### src/cpio_pkg.sv
// ----------------------------------------------------------------------------
// cpio_pkg
// Types and constants shared by the cpio newc header parser.
// ----------------------------------------------------------------------------
package cpio_pkg;

    localparam int unsigned HEADER_BYTES = 110;
    localparam int unsigned HEX_DIGITS   = 8;
    localparam int unsigned OFF_FILE     = 54;
    localparam int unsigned OFF_NAME     = 94;
    localparam int unsigned OFF_CHECK    = 102;

    typedef enum logic [2:0] {
        PH_HEADER = 3'b001,
        PH_NAME   = 3'b010,
        PH_PAD    = 3'b100
    } phase_t;

    typedef enum logic [1:0] {
        KIND_NAME     = 2'd0,
        KIND_COMPLETE = 2'd1,
        KIND_ERROR    = 2'd2
    } kind_t;

    typedef enum logic [1:0] {
        ERR_MAGIC     = 2'd0,
        ERR_HEX       = 2'd1,
        ERR_NAME_ZERO = 2'd2
    } err_t;

    typedef struct packed {
        kind_t       kind;
        logic [7:0]  name_char;
        logic [31:0] name_length;
        logic [31:0] data_size;
        logic [31:0] check_value;
        err_t        error_code;
        logic        last;
    } result_t;

    // {valid, nibble}
    function automatic logic [4:0] hex_nibble(input logic [7:0] c);
        logic [4:0] r;
        r = 5'd0;
        if (c >= 8'h30 && c <= 8'h39)
            r = {1'b1, 4'(c - 8'h30)};
        else if (c >= 8'h41 && c <= 8'h46)
            r = {1'b1, 4'(c - 8'h37)};
        else if (c >= 8'h61 && c <= 8'h66)
            r = {1'b1, 4'(c - 8'h57)};
        return r;
    endfunction

    // "07070" followed by '1' or '2'
    function automatic logic magic_ok(input logic [6:0] pos, input logic [7:0] c);
        logic ok;
        ok = 1'b1;
        unique case (pos)
            7'd0, 7'd2, 7'd4: ok = (c == 8'h30);
            7'd1, 7'd3:       ok = (c == 8'h37);
            7'd5:             ok = (c == 8'h31) || (c == 8'h32);
            default:          ok = 1'b1;
        endcase
        return ok;
    endfunction

endpackage

### src/cpio_newc_header_parser.sv
// ----------------------------------------------------------------------------
// cpio_newc_header_parser
// Parses cpio newc entry headers from a byte stream, forwards each name.
// ----------------------------------------------------------------------------
// Input: one archive byte per beat on s_tdata. Output beats carry a result:
// a name byte, entry complete or error (kind on m_tuser). m_tlast marks the
// final result caused by one input byte. Size, name length and checksum
// ride on every result as decoded so far.
// One byte is taken every cycle while s_tready is high; a byte that causes
// two results (last name byte with no padding) needs two output beats, so
// throughput is one result per cycle at the master side while m_tready is
// high. Results go through a four-entry result queue; the slave side is
// ready while at least two entries are free, so a stalled receiver holds
// the queue and input back-pressures once more than two entries are used.
// Padding length per entry is worked out while the name size digits
// arrive, one four-step remainder update per digit.
// Reset clears the queue and returns the parser to the start of a header.
// ----------------------------------------------------------------------------
module cpio_newc_header_parser #(
    parameter int unsigned PAD_ALIGN = 4
) (
    input  logic         clk,
    input  logic         rst_n,
    input  logic         s_tvalid,
    output logic         s_tready,
    input  logic [7:0]   s_tdata,   // [7:0] in_byte
    output logic         m_tvalid,
    input  logic         m_tready,
    output logic [111:0] m_tdata,   // [7:0] name_char, [39:8] name_length,
                                    // [71:40] data_size, [103:72] check_value,
                                    // [105:104] error_code, rest zero
    output logic [1:0]   m_tuser,   // [1:0] out_kind
    output logic         m_tlast
);
    import cpio_pkg::*;

    localparam int unsigned PW    = (PAD_ALIGN > 1) ? $clog2(PAD_ALIGN) : 1;
    localparam int unsigned HMOD  = HEADER_BYTES % PAD_ALIGN;
    localparam logic [PW:0] A_W   = (PW + 1)'(PAD_ALIGN);
    localparam logic [PW:0] HM_W  = (PW + 1)'(HMOD);
    localparam int unsigned DEPTH = 4;

    phase_t        phase_reg,  phase_next;
    logic [6:0]    pos_reg,    pos_next;
    logic [31:0]   nrem_reg,   nrem_next;
    logic [PW-1:0] pad_reg,    pad_next;
    logic [PW-1:0] nmod_reg,   nmod_next;
    logic [31:0]   nsize_reg,  nsize_next;
    logic [31:0]   fsize_reg,  fsize_next;
    logic [31:0]   chk_reg,    chk_next;
    logic          magic_reg,  magic_next;
    logic          hex_reg,    hex_next;

    result_t       fifo_reg [DEPTH];
    logic [1:0]    wptr_reg, rptr_reg;
    logic [2:0]    count_reg;

    result_t       res0, res1;
    logic [1:0]    n_res;
    logic          accept, pop;
    logic [4:0]    hn;
    logic          in_file, in_name, in_chk;
    logic [PW:0]   t, s;

    assign accept = s_tvalid && s_tready;
    assign pop    = m_tvalid && m_tready;
    assign hn     = hex_nibble(s_tdata);
    assign in_file  = (pos_reg >= 7'(OFF_FILE))  && (pos_reg < 7'(OFF_FILE + HEX_DIGITS));
    assign in_name  = (pos_reg >= 7'(OFF_NAME))  && (pos_reg < 7'(OFF_NAME + HEX_DIGITS));
    assign in_chk   = (pos_reg >= 7'(OFF_CHECK)) && (pos_reg < 7'(OFF_CHECK + HEX_DIGITS));

    always_comb
    begin
        phase_next = phase_reg;
        pos_next   = pos_reg;
        nrem_next  = nrem_reg;
        pad_next   = pad_reg;
        nmod_next  = nmod_reg;
        nsize_next = nsize_reg;
        fsize_next = fsize_reg;
        chk_next   = chk_reg;
        magic_next = magic_reg;
        hex_next   = hex_reg;
        n_res      = 2'd0;
        t          = '0;
        s          = '0;
        res0       = '{kind: KIND_NAME, name_char: 8'd0, name_length: 32'd0,
                       data_size: 32'd0, check_value: 32'd0, error_code: ERR_MAGIC,
                       last: 1'b1};
        res1       = res0;

        unique case (phase_reg)
            PH_HEADER:
            begin
                if (pos_reg == 7'd0)
                begin
                    nsize_next = 32'd0;
                    fsize_next = 32'd0;
                    chk_next   = 32'd0;
                    nmod_next  = '0;
                    magic_next = 1'b1;
                    hex_next   = 1'b1;
                end
                if (pos_reg < 7'd6)
                begin
                    if (!magic_ok(pos_reg, s_tdata))
                        magic_next = 1'b0;
                end
                else if (in_file || in_name || in_chk)
                begin
                    if (!hn[4])
                        hex_next = 1'b0;
                    if (in_file)
                        fsize_next = {fsize_next[27:0], hn[3:0]};
                    if (in_chk)
                        chk_next = {chk_next[27:0], hn[3:0]};
                    if (in_name)
                    begin
                        nsize_next = {nsize_next[27:0], hn[3:0]};
                        for (int i = 3; i >= 0; i--)
                        begin
                            t = {nmod_next, hn[i]};
                            if (t >= A_W)
                                t = t - A_W;
                            nmod_next = t[PW-1:0];
                        end
                    end
                end

                if (pos_reg == 7'(HEADER_BYTES - 1))
                begin
                    pos_next = 7'd0;
                    res0.kind        = KIND_ERROR;
                    res0.name_length = nsize_next;
                    res0.data_size   = fsize_next;
                    res0.check_value = chk_next;
                    priority if (!magic_next)
                    begin
                        res0.error_code = ERR_MAGIC;
                        n_res = 2'd1;
                    end
                    else if (!hex_next)
                    begin
                        res0.error_code = ERR_HEX;
                        n_res = 2'd1;
                    end
                    else if (nsize_next == 32'd0)
                    begin
                        res0.error_code = ERR_NAME_ZERO;
                        n_res = 2'd1;
                    end
                    else
                    begin
                        s = HM_W + {1'b0, nmod_next};
                        if (s >= A_W)
                            s = s - A_W;
                        pad_next   = (s == '0) ? '0 : PW'(A_W - s);
                        nrem_next  = nsize_next;
                        phase_next = PH_NAME;
                    end
                end
                else
                    pos_next = pos_reg + 7'd1;
            end
            PH_NAME:
            begin
                res0.name_length = nsize_reg;
                res0.data_size   = fsize_reg;
                res0.check_value = chk_reg;
                res1             = res0;
                res1.kind        = KIND_COMPLETE;
                res0.name_char   = s_tdata;
                if (nrem_reg <= 32'd1)
                begin
                    nrem_next = 32'd0;
                    if (pad_reg == '0)
                    begin
                        phase_next = PH_HEADER;
                        pos_next   = 7'd0;
                        if (s_tdata == 8'd0)
                        begin
                            res0  = res1;
                            n_res = 2'd1;
                        end
                        else
                        begin
                            res0.last = 1'b0;
                            n_res     = 2'd2;
                        end
                    end
                    else
                    begin
                        phase_next = PH_PAD;
                        n_res      = (s_tdata == 8'd0) ? 2'd0 : 2'd1;
                    end
                end
                else
                begin
                    nrem_next = nrem_reg - 32'd1;
                    n_res     = 2'd1;
                end
            end
            PH_PAD:
            begin
                if (pad_reg <= PW'(1))
                begin
                    pad_next         = '0;
                    phase_next       = PH_HEADER;
                    pos_next         = 7'd0;
                    res0.kind        = KIND_COMPLETE;
                    res0.name_length = nsize_reg;
                    res0.data_size   = fsize_reg;
                    res0.check_value = chk_reg;
                    n_res            = 2'd1;
                end
                else
                    pad_next = pad_reg - PW'(1);
            end
            default:
            begin
                phase_next = PH_HEADER;
                pos_next   = 7'd0;
            end
        endcase
    end

    always_ff @(posedge clk or negedge rst_n)
    begin
        if (!rst_n)
        begin
            phase_reg <= PH_HEADER;
            pos_reg   <= 7'd0;
            nrem_reg  <= 32'd0;
            pad_reg   <= '0;
            nmod_reg  <= '0;
            nsize_reg <= 32'd0;
            fsize_reg <= 32'd0;
            chk_reg   <= 32'd0;
            magic_reg <= 1'b1;
            hex_reg   <= 1'b1;
        end
        else if (accept)
        begin
            phase_reg <= phase_next;
            pos_reg   <= pos_next;
            nrem_reg  <= nrem_next;
            pad_reg   <= pad_next;
            nmod_reg  <= nmod_next;
            nsize_reg <= nsize_next;
            fsize_reg <= fsize_next;
            chk_reg   <= chk_next;
            magic_reg <= magic_next;
            hex_reg   <= hex_next;
        end
    end

    always_ff @(posedge clk)
    begin
        if (accept && n_res != 2'd0)
            fifo_reg[wptr_reg] <= res0;
        if (accept && n_res == 2'd2)
            fifo_reg[wptr_reg + 2'd1] <= res1;
    end

    always_ff @(posedge clk or negedge rst_n)
    begin
        if (!rst_n)
        begin
            wptr_reg  <= 2'd0;
            rptr_reg  <= 2'd0;
            count_reg <= 3'd0;
        end
        else
        begin
            if (accept)
                wptr_reg <= wptr_reg + n_res;
            if (pop)
                rptr_reg <= rptr_reg + 2'd1;
            count_reg <= count_reg + (accept ? {1'b0, n_res} : 3'd0) - {2'b00, pop};
        end
    end

    assign s_tready = (count_reg <= 3'(DEPTH - 2));
    assign m_tvalid = (count_reg != 3'd0);
    assign m_tdata  = {6'd0, fifo_reg[rptr_reg].error_code, fifo_reg[rptr_reg].check_value,
                       fifo_reg[rptr_reg].data_size, fifo_reg[rptr_reg].name_length,
                       fifo_reg[rptr_reg].name_char};
    assign m_tuser  = fifo_reg[rptr_reg].kind;
    assign m_tlast  = fifo_reg[rptr_reg].last;

    a_count_bound: assert property (@(posedge clk) disable iff (!rst_n)
        count_reg <= 3'(DEPTH))
        else $error("result queue overflow");

    a_error_last: assert property (@(posedge clk) disable iff (!rst_n)
        m_tvalid && m_tuser == KIND_ERROR |-> m_tlast)
        else $error("error result not marked last");

    a_pos_idle: assert property (@(posedge clk) disable iff (!rst_n)
        phase_reg != PH_HEADER |-> pos_reg == 7'd0)
        else $error("header position not cleared outside header");

    a_pad_nonzero: assert property (@(posedge clk) disable iff (!rst_n)
        phase_reg == PH_PAD |-> pad_reg != '0)
        else $error("pad phase with nothing to skip");

endmodule

### config.mk
export PLATFORM = sky130hd
export DESIGN_NAME = cpio_newc_header_parser
export DESIGN_NICKNAME = d
export VERILOG_FILES = /design/src/cpio_pkg.sv /design/src/cpio_newc_header_parser.sv
export SDC_FILE = /design/constraint.sdc
export NUM_CORES = 1
export LEC_CHECK = 0
export BUFFER_PORTS_ARGS = -buffer_cell sky130_fd_sc_hd__buf_2
export CAP_MARGIN = 30
export CORE_ASPECT_RATIO = 0.6
export CORE_UTILIZATION = 30
export CTS_CLUSTER_SIZE = 30
export DETAILED_ROUTE_END_ITERATION = 8
export GPL_TIMING_DRIVEN = 0
export RECOVER_POWER = 50
export SYNTH_ARGS = -nofsm -noshare
export SYNTH_HDL_FRONTEND = slang
export SYNTH_SLANG_ARGS = --single-unit
### constraint.sdc
create_clock -name clk -period 6.6 [get_ports clk]
set_clock_uncertainty 0.2 [all_clocks]
set_input_delay 0.33 -clock clk [delete_from_list [all_inputs] [get_ports clk]]
set_output_delay 0.33 -clock clk [all_outputs]
set_load 0.03 [all_outputs]
# Yosys cells after proc, flatten, opt, wreduce, memory -nomap -nowiden
# Memory sizes are Yosys's and may differ from the RTL's.
# Index checks and enable logic that the tools add are counted.
# op_classes
n_reduce_logical,29
add_sub_neg,18
n_mul,0
div,0
n_eq_ne,21
shifts,0
bitwise,0
muxes,113
magnitude_cmp,21
# op_table
op,count
$mux 32,18
$mux 108,3
$pmux 96 s3,1
$mux 107,1
$mux 98,1
$mux 96,1
$mux 2,36
$pmux 32 s2,1
$mux 3,13
$eq 8x6->1 const B,4
$le 32x1->1 const B,1
$logic_not 32->1,1
$sub 32x1->32 const B,1
$mux 7,4
$mux 1,23
$pmux 7 s3,1
$ge 8x7->1 const B,2
$le 8x7->1 const B,2
$ge 3x3->1 const B,5
$mux 5,3
$eq 7x2->1 const B,2
$eq 7x3->1 const B,2
$ge 7x7->1 const B,2
$lt 7x7->1 const B,2
44 further kinds,72
# word_totals
latch_bits,0
mem_count,1
out_inout_bits,117
romBits,0
in_bits,12
regBits,151
ram_bits,436
# memory_table
memory,words,width,read_ports,rd_clocked_by_memory_dff,wr,line,text
fifo_reg,4,109,1,0,2,cpio_newc_header_parser.sv:54,result_t fifo_reg [DEPTH];

# Depth between registers and ports, before layout
# Gate-level depths: netlist of the first run.
# depth
word_depth,44
mapped_depth,16
depth_no_buf,15

# Least setup slack after synthesis of the first run
# No wires, ideal clock.
# synth_path
path_kind,flip-flop to flip-flop
startpoint,reg pos_reg[4]
endpoint,"mem fifo_reg[0][107] (netlist name), enable pin"
setup_slack_ps,727
arrival_ps,5177
period_less_slack_ps,5873
path_buffers,3
path_stages_with_launch,10
cell_sequence,dfrtp_1 clkbuf_1 or4_1 or2_0 clkbuf_1 a221oi_2 nand3_1 o211ai_1 a21o_1 clkbuf_1
# synth_lines
element,line,text
from (decl),cpio_newc_header_parser.sv:44,"logic [6:0] pos_reg, pos_next;"
from (signal assigned),cpio_newc_header_parser.sv:245,pos_reg <= pos_next;
to (decl),cpio_newc_header_parser.sv:54,

==> results of run 1 <==
## cell families after synthesis
group | share of synthesized area [%]
AND/OR/NAND/NOR | 11.7
flip-flops | 59.1
AO/OA/AOI/OAI | 13.9
buffers and inverters | 3.50
multiplexers | 10.7
adder cells (fa/ha/maj) | 0.884
XOR/XNOR | 0.221
other | 0.0135
## final cells by class
type                       count  area share (%)
timing repair buffer         142            2.37
antenna                        1         0.00793
multi-input combinational   1324            32.7
inverter                      24           0.317
buffer                       216            2.72
sequential                   587            52.0
clock inverter                22           0.460
tap                         1218            4.83
clock buffer                  76            4.60
## metrics by stage
| stage | power (mW) | TNS [ns] | instances |
|---|---|---|---|
| 2_1_floorplan | 4.93 | 0 | 2151 |
| 3_3_place_gp | 5.36 | -539.22 | 3491 |
| 3_5_place_dp | 5.44 | 0 | 3505 |
| 4_1_cts | 8.39 | 0 | 3605 |
| 5_1_grt | 8.61 | 0 | 3609 |
| 6_report | 8.32 | 0 | 3610 |
## cell usage in the layout (no fill, tap or decap), types with 7 or more instances in the layout
master	Yosys	layout
sky130_fd_sc_hd__a21o_1	10	10
sky130_fd_sc_hd__a21oi_1	70	70
sky130_fd_sc_hd__a22o_1	126	126
sky130_fd_sc_hd__a22oi_1	7	7
sky130_fd_sc_hd__a31oi_1	15	16
sky130_fd_sc_hd__a32o_1	109	109
sky130_fd_sc_hd__and2_1	122	118
sky130_fd_sc_hd__and3_1	17	17
sky130_fd_sc_hd__buf_1	45	34
sky130_fd_sc_hd__buf_2	21	36
sky130_fd_sc_hd__buf_4	7	7
sky130_fd_sc_hd__clkbuf_1	139	286
sky130_fd_sc_hd__clkbuf_16	0	52
sky130_fd_sc_hd__clkinv_2	0	12
sky130_fd_sc_hd__dfrtp_1	148	148
sky130_fd_sc_hd__dfxtp_1	48	48
sky130_fd_sc_hd__edfxtp_1	388	388
sky130_fd_sc_hd__ha_1	18	18
sky130_fd_sc_hd__inv_1	24	22
sky130_fd_sc_hd__mux2i_1	48	48
sky130_fd_sc_hd__mux4_2	109	109
sky130_fd_sc_hd__nand2_1	162	162
sky130_fd_sc_hd__nand3_1	16	16
sky130_fd_sc_hd__nand4_1	7	7
sky130_fd_sc_hd__nor2_1	111	111
sky130_fd_sc_hd__nor2b_1	111	111
sky130_fd_sc_hd__nor3_1	26	27
sky130_fd_sc_hd__nor4_1	14	14
sky130_fd_sc_hd__o21ai_0	112	119
sky130_fd_sc_hd__o31ai_1	7	7
sky130_fd_sc_hd__or4_1	6	7
## power by group
part / switching (mW) / internal [mW]
logic: 0.917 / 0.445
registers: 0.0400 / 3.92
clock network: 1.45 / 1.54
total: 2.41 / 5.91
## metal layers
metal / routed length [um] / vias up / track usage (%)
met1: 40900 / 9799 / 28.5
met5: 0 / - / 0.153
met2: 32200 / 957 / 22.2
li1: - / 8569 / -
met4: 1120 / 0 / 2.45
met3: 8670 / 80 / 4.44
## Yosys cell counts, drive strengths merged, types with 8 or more instances
cell	n	share of area, %
and2	122	2.8
or4	8	0.24
edfxtp	388	42
and3	17	0.38
o31ai	8	0.27
nor4	15	0.36
nor3	27	0.51
nand3	16	0.29
a22o	126	4.0
a21oi	72	1.3
buf	75	1.3
clkbuf	141	1.9
a21o	10	0.27
nor2b	111	2.5
mux4	109	8.8
nor2	112	1.5
ha	18	0.81
inv	24	0.32
o21ai	121	2.3
dfxtp	48	3.5
mux2i	48	1.7
a31oi	16	0.38
dfrtp	148	13
a32o	109	3.9
nand2	162	2.2
## path summary, 6_finish.rpt
kind	from	end	slack (ns)	depth (start not counted)
hold / removal	m_tready	rptr_reg[0]$_DFFE_PN0P_	0.008	3
max in group asynchronous	rst_n	nrem_reg[27]$_DFFE_PN0P_	2.07	2
min in group asynchronous	rst_n	chk_reg[13]$_DFFE_PN0P_	1.61	2
setup / recovery	pos_reg[5]$_DFFE_PN0P_	fifo_reg[1][8]$_DFFE_PP_	0.84	11
hold reg to reg	hex_reg$_DFFE_PN1P_	hex_reg$_DFFE_PN1P_	0.29	2
setup reg to reg	pos_reg[5]$_DFFE_PN0P_	fifo_reg[1][8]$_DFFE_PP_	0.84	11
## critical path, stage by stage, from the launching register on
cell and delay, ns:
sky130_fd_sc_hd__dfrtp_1 0.32, sky130_fd_sc_hd__clkbuf_1 0.26, sky130_fd_sc_hd__and4b_1 0.27, sky130_fd_sc_hd__a32oi_1 0.64
sky130_fd_sc_hd__mux2i_1 0.30, sky130_fd_sc_hd__a221oi_1 0.86, sky130_fd_sc_hd__nand4_1 0.24, sky130_fd_sc_hd__o211ai_1 0.69
sky130_fd_sc_hd__a21oi_2 0.45, sky130_fd_sc_hd__buf_2 0.35, sky130_fd_sc_hd__inv_6 0.28, sky130_fd_sc_hd__buf_16 0.41
## what timing repair did
action / 4_1_cts / 5_1_grt
buffers inserted: 0 / 0
endpoints found under the setup margin: 0 / 0
endpoints found under the hold margin: 79 / 0
hold buffers: 2 / 0
==> flow_summary.json, run 1 <==
{
  "synth_cell_type_count": 87,
  "num_io_pins": 129,
  "post_synth_inst_count": 2146,
  "fp.dieW_um": 395,
  "grt_start_max_net_pins": 83,
  "finalWeightedCongestion": 0.903,
  "track_usage_pct": 17.3,
  "grt_pass1_wl_um": 124000,
  "multi_input_area_um2": 10300,
  "vdd.ir_drop.worst_v": 0.000214,
  "initialDrtViolationCount": 2516,
  "hold_viol_final": 0,
  "final_cell_area_um2": 31600,
  "yosys_warnings": 0,
  "cts_resized": 0,
  "critPathLaunchType": "register",
  "postLayoutCoreUtil_pct": 34.8,
  "final-max-slew-violation-count": 92,
  "clkTransAtPathRegs_ns": 0.07,
  "buffer_ports.inserted": 122,
  "power.leakage_nw": 9.63,
  "avg_vias_per_cell": 5.38,
  "floorplan.die_area_um2": 93700,
  "core_rows": 85,
  "worstMarginPinSlew_ns": 4.37,
  "grt_antenna_before_repair": 1,
  "syn_to_final_growth_pct": 13.7,
  "design.final.nets": 2378,
  "setup_violations": 0,
  "start_util_pct": 30.6,
  "rsz0062_at_grt": "false",
  "tritoncts_num_sinks": 587,
  "avg_inst_size_synth_um2": 12.9,
  "ctsHtreeMaxLevel": 2,
  "dr_total_vias": 19400,
  "finalWorstPathRequiredPeriod_ns": 5.76,
  "via_count_of_the_first_global_routing_pass": 18300,
  "cts_inserted_buffers": 52,
  "drt_wl_total_um": 82900,
  "nFillCells": 8933,
  "postPlaceCellArea_um2": 30200,
  "ff_latch_area_um2": 16400,
  "global_route.overflow_total": 0,
  "worstPathRequired_ns": 6.64,
  "synth-seq-cells": 587,
  "timing.final.ws_setup_ns": 0.837,
  "final_min_period_over_clock_period_pct": 87.3,
  "placeableCoreArea_um2": 90600,
  "pre_cts_slack_ns": 1.35,
  "proportion_of_layout_cells_with_a_drive_suffix_above_1_pct": 11.1,
  "max-clock-path-buffers": 3,
  "ys_dominant_reg_cell": "sky130_fd_sc_hd__edfxtp_1",
  "relative_max_transition_margin_pct": -191,
  "drtPass1Iterations": 5,
  "status": "complete, but fails checks",
  "cts_tree": "built",
  "critical_path.endpoint_type": "register",
  "detailed_placer_s_ending_hpwl_um": 56800,
  "synth-edff-count": 388,
  "avgRoutedWirePerCell_um": 23.0,
  "post-route-drc-count": 0,
  "worst-endpoint-arrival_ns": 5.80,
  "die_height_um": 238,
  "violated_checks": "max-capacitance violations, max-slew violations",
  "synth_area_um2": 27700,
  "async_reset_ff_share_pct": 25.7,
  "clk-insertion-delay-late_ns": 0.61,
  "worst_hold_path_type": "input pin to register",
  "power-per-cell-area_nw_per_um2": 264,
  "worst_path_class_setup": "register to register",
  "final.hold.worst_slack_ns": 0.00823,
  "sequential_element_share_of_the_synthesized_area_pct": 59.1,
  "achievable-frequency_ghz": 0.174,
  "ant_nets": 0,
  "largest_reg_flops": 436,
  "maxCapViolations": 4,
  "cp_max_fo": 71,
  "ctsRootBufferMaster": "sky130_fd_sc_hd__clkbuf_16"
}
Note: power is estimated with default switching activity, not from simulation.
==> run 2, diff against run 1 <==
--- a/config.mk
+++ b/config.mk
@@ -7,7 +7,6 @@
 export LEC_CHECK = 0
 export BUFFER_PORTS_ARGS = -buffer_cell sky130_fd_sc_hd__buf_2
 export CAP_MARGIN = 30
-export CORE_ASPECT_RATIO = 0.6
 export CORE_UTILIZATION = 30
 export CTS_CLUSTER_SIZE = 30
 export DETAILED_ROUTE_END_ITERATION = 8
==> flow_summary.json, run 2 (same netlist as run 1, synthesis figures left out) <==
{
  "status": "complete, but fails checks",
  "violated_checks": "max-capacitance violations, max-slew violations",
  "diodes": 0,
  "cp.buffers_inverters": 4,
  "dr_total_vias": 19000,
  "critPathLaunchType": "register",
  "cell_internal_pwr_mw": 6.37,
  "grt_pass1_wl_um": 121000,
  "global_route.overflow_total": 0,
  "worstMarginPinSlew_ns": 4.67,
  "max-clock-path-buffers": 3,
  "timing.final.ws_setup_ns": 0.782,
  "finalWorstPathRequiredPeriod_ns": 5.82,
  "clk-insertion-delay-late_ns": 0.63,
  "finalWeightedCongestion": 0.868,
  "sequentialPowerShare_pct": 45.0,
  "nFillCells": 9001,
  "postLayoutCoreUtil_pct": 34.9,
  "finalSetupTns_ns": 0,
  "post-route-drc-count": 0,
  "ctsHoldBuffers": 3,
  "start_util_pct": 30.3,
  "power.combinational.fraction_pct": 15.2,
  "worst-endpoint-arrival_ns": 5.87,
  "final-instance-count-excl-fill": 3588,
  "track_usage_pct": 16.7,
  "ctsHtreeMaxLevel": 2,
  "critical_path.endpoint_type": "register",
  "largest_reg_flops": 436,
  "final_cell_mix": "sky130_fd_sc_hd__edfxtp_1 (388), sky130_fd_sc_hd__clkbuf_1 (271), sky130_fd_sc_hd__nand2_1 (162)",
  "path_cells": "clkbuf_1, or4_1, nor2_1, nor2_1, a221oi_1, nand4_1, o211ai_1, a21oi_2, buf_2, inv_6, buf_16",
  "ant_nets": 0,
  "hold_viol_final": 0,
  "cts_resized": 0,
  "final_common_cell": "sky130_fd_sc_hd__edfxtp_1",
  "postPlaceCellArea_um2": 30200,
  "cts_inserted_buffers": 59,
  "cp_max_fo": 76,
  "power-per-cell-area_nw_per_um2": 276,
  "crit_top_cell": "sky130_fd_sc_hd__nor2_1",
  "clkTransAtPathRegs_ns": 0.06,
  "floorplan.die_area_um2": 93700,
  "relative_max_transition_margin_pct": -211,
  "avg_vias_per_cell": 5.30,
  "pre_cts_slack_ns": 1.38,
  "via_count_of_the_first_global_routing_pass": 19000,
  "die_height_um": 306,
  "final.hold.worst_slack_ns": 0.0881,
  "grt_start_max_net_pins": 93,
  "worst_hold_path_type": "input pin to register",
  "final-max-slew-violation-count": 114,
  "cts_tree": "built",
  "ctsRootBufferMaster": "sky130_fd_sc_hd__clkbuf_16",
  "initialDrtViolationCount": 2067,
  "setup_violations": 0,
  "worst_path_class_setup": "register to register",
  "drtPass1Iterations": 6,
  "cts_setup_buffers": 0,
  "final_cell_area_um2": 32000,
  "drt_wl_total_um": 79200,
  "worstPathRequired_ns": 6.65,
  "slowest_delay_ns": 0.89,
  "proportion_of_layout_cells_with_a_drive_suffix_above_1_pct": 12.1,
  "rsz0062_at_grt": "false",
  "switch_share_pct": 27.7,
  "design_power_total_mw": 8.81,
  "syn_to_final_growth_pct": 15.2,
  "final_min_period_over_clock_period_pct": 88.1,
  "core_rows": 111,
  "buffer_ports.inserted": 122,
  "dp_cells": 3473,
  "num_io_pins": 129,
  "design.final.nets": 2382,
  "fp.dieW_um": 306,
  "achievable-frequency_ghz": 0.172,
  "crit_family": "compound AO/OA/AOI/OAI gates",
  "slowest_stage": "sky130_fd_sc_hd__a221oi_1",
  "power.leakage_nw": 9.87,
  "maxCapViolations": 3,
  "grt_antenna_before_repair": 5,
  "power_frac_clock_pct": 39.8,
  "net_sw_power_mw": 2.44,
  "detailed_placer_s_ending_hpwl_um": 52900,
  "avgRoutedWirePerCell_um": 22.1,
  "placeableCoreArea_um2": 91700,
  "tritoncts_num_sinks": 587,
  "vdd.ir_drop.worst_v": 0.000195
}
## run 2: cell count changes in the layout (fill, tap and decap cells not counted), moves of 2 or more
cell and change:
sky130_fd_sc_hd__clkinv_4 +4, sky130_fd_sc_hd__clkinv_2 +3, sky130_fd_sc_hd__buf_2 +2, sky130_fd_sc_hd__bufinv_16 +5
sky130_fd_sc_hd__clkbuf_1 -15, sky130_fd_sc_hd__clkbuf_8 +3, sky130_fd_sc_hd__buf_1 -2, sky130_fd_sc_hd__clkbuf_16 +9
## run 2: power groups by stage
| stage | registers, mW | clock network (mW) | logic [mW] |
|---|---|---|---|
| 2_1_floorplan | 4.03 | 0 | 0.898 |
| 3_3_place_gp | 4.04 | 0 | 1.33 |
| 3_5_place_dp | 4.04 | 0 | 1.41 |
| 4_1_cts | 3.97 | 3.55 | 1.41 |
| 5_1_grt | 3.97 | 3.69 | 1.45 |
| 6_report | 3.97 | 3.51 | 1.34 |
## run 2: per-layer routing
metal	wire (um)	vias to the layer above	part of all wire, %	GRT usage, %
li1	-	8585	-	-
met3	4670	135	5.9	2.26
met4	2390	6	3.0	5.27
met5	35	-	0.044	0
met1	34000	9580	43	22.8
met2	38100	695	48	27.4
## run 2: final timing paths
check                                                  from                       endpoint  slack [ns]  cells after the start
worst max-delay path                 pos_reg[4]$_DFFE_PN0P_      fifo_reg[2][12]$_DFFE_PP_        0.78                     11
worst min-delay path                             s_tdata[6]  fifo_reg[1][105]$_SDFFE_PP0N_        0.09                      4
worst max register to register       pos_reg[4]$_DFFE_PN0P_      fifo_reg[2][12]$_DFFE_PP_        0.78                     11
worst min register to register  fifo_reg[3][0]$_SDFFE_PP1N_    fifo_reg[3][0]$_SDFFE_PP1N_        0.28                      2
max in group asynchronous                             rst_n      nsize_reg[20]$_DFFE_PN0P_        1.59                      2
min in group asynchronous                             rst_n         count_reg[0]$_DFF_PN0_        1.92                      2
## run 2: cell type report
type                    instances  area [um^2]  area share, %
flip-flops and latches        587        16400           51.3
multi-input cells            1324        10300           32.3
clock buffers                  78         1680           5.26
well taps                    1186         1480           4.64
plain buffers                 216          861           2.69
repair buffers                139          756           2.36
clock inverters                34          353           1.10
inverters                      24          100          0.313
## run 2: worst min-delay path, delay by kind of cell
kind / cells / cell delay [ns]
AND/OR/NAND/NOR: 2 / 0.25
buffers and inverters: 1 / 0.14
multiplexers: 1 / 0.14
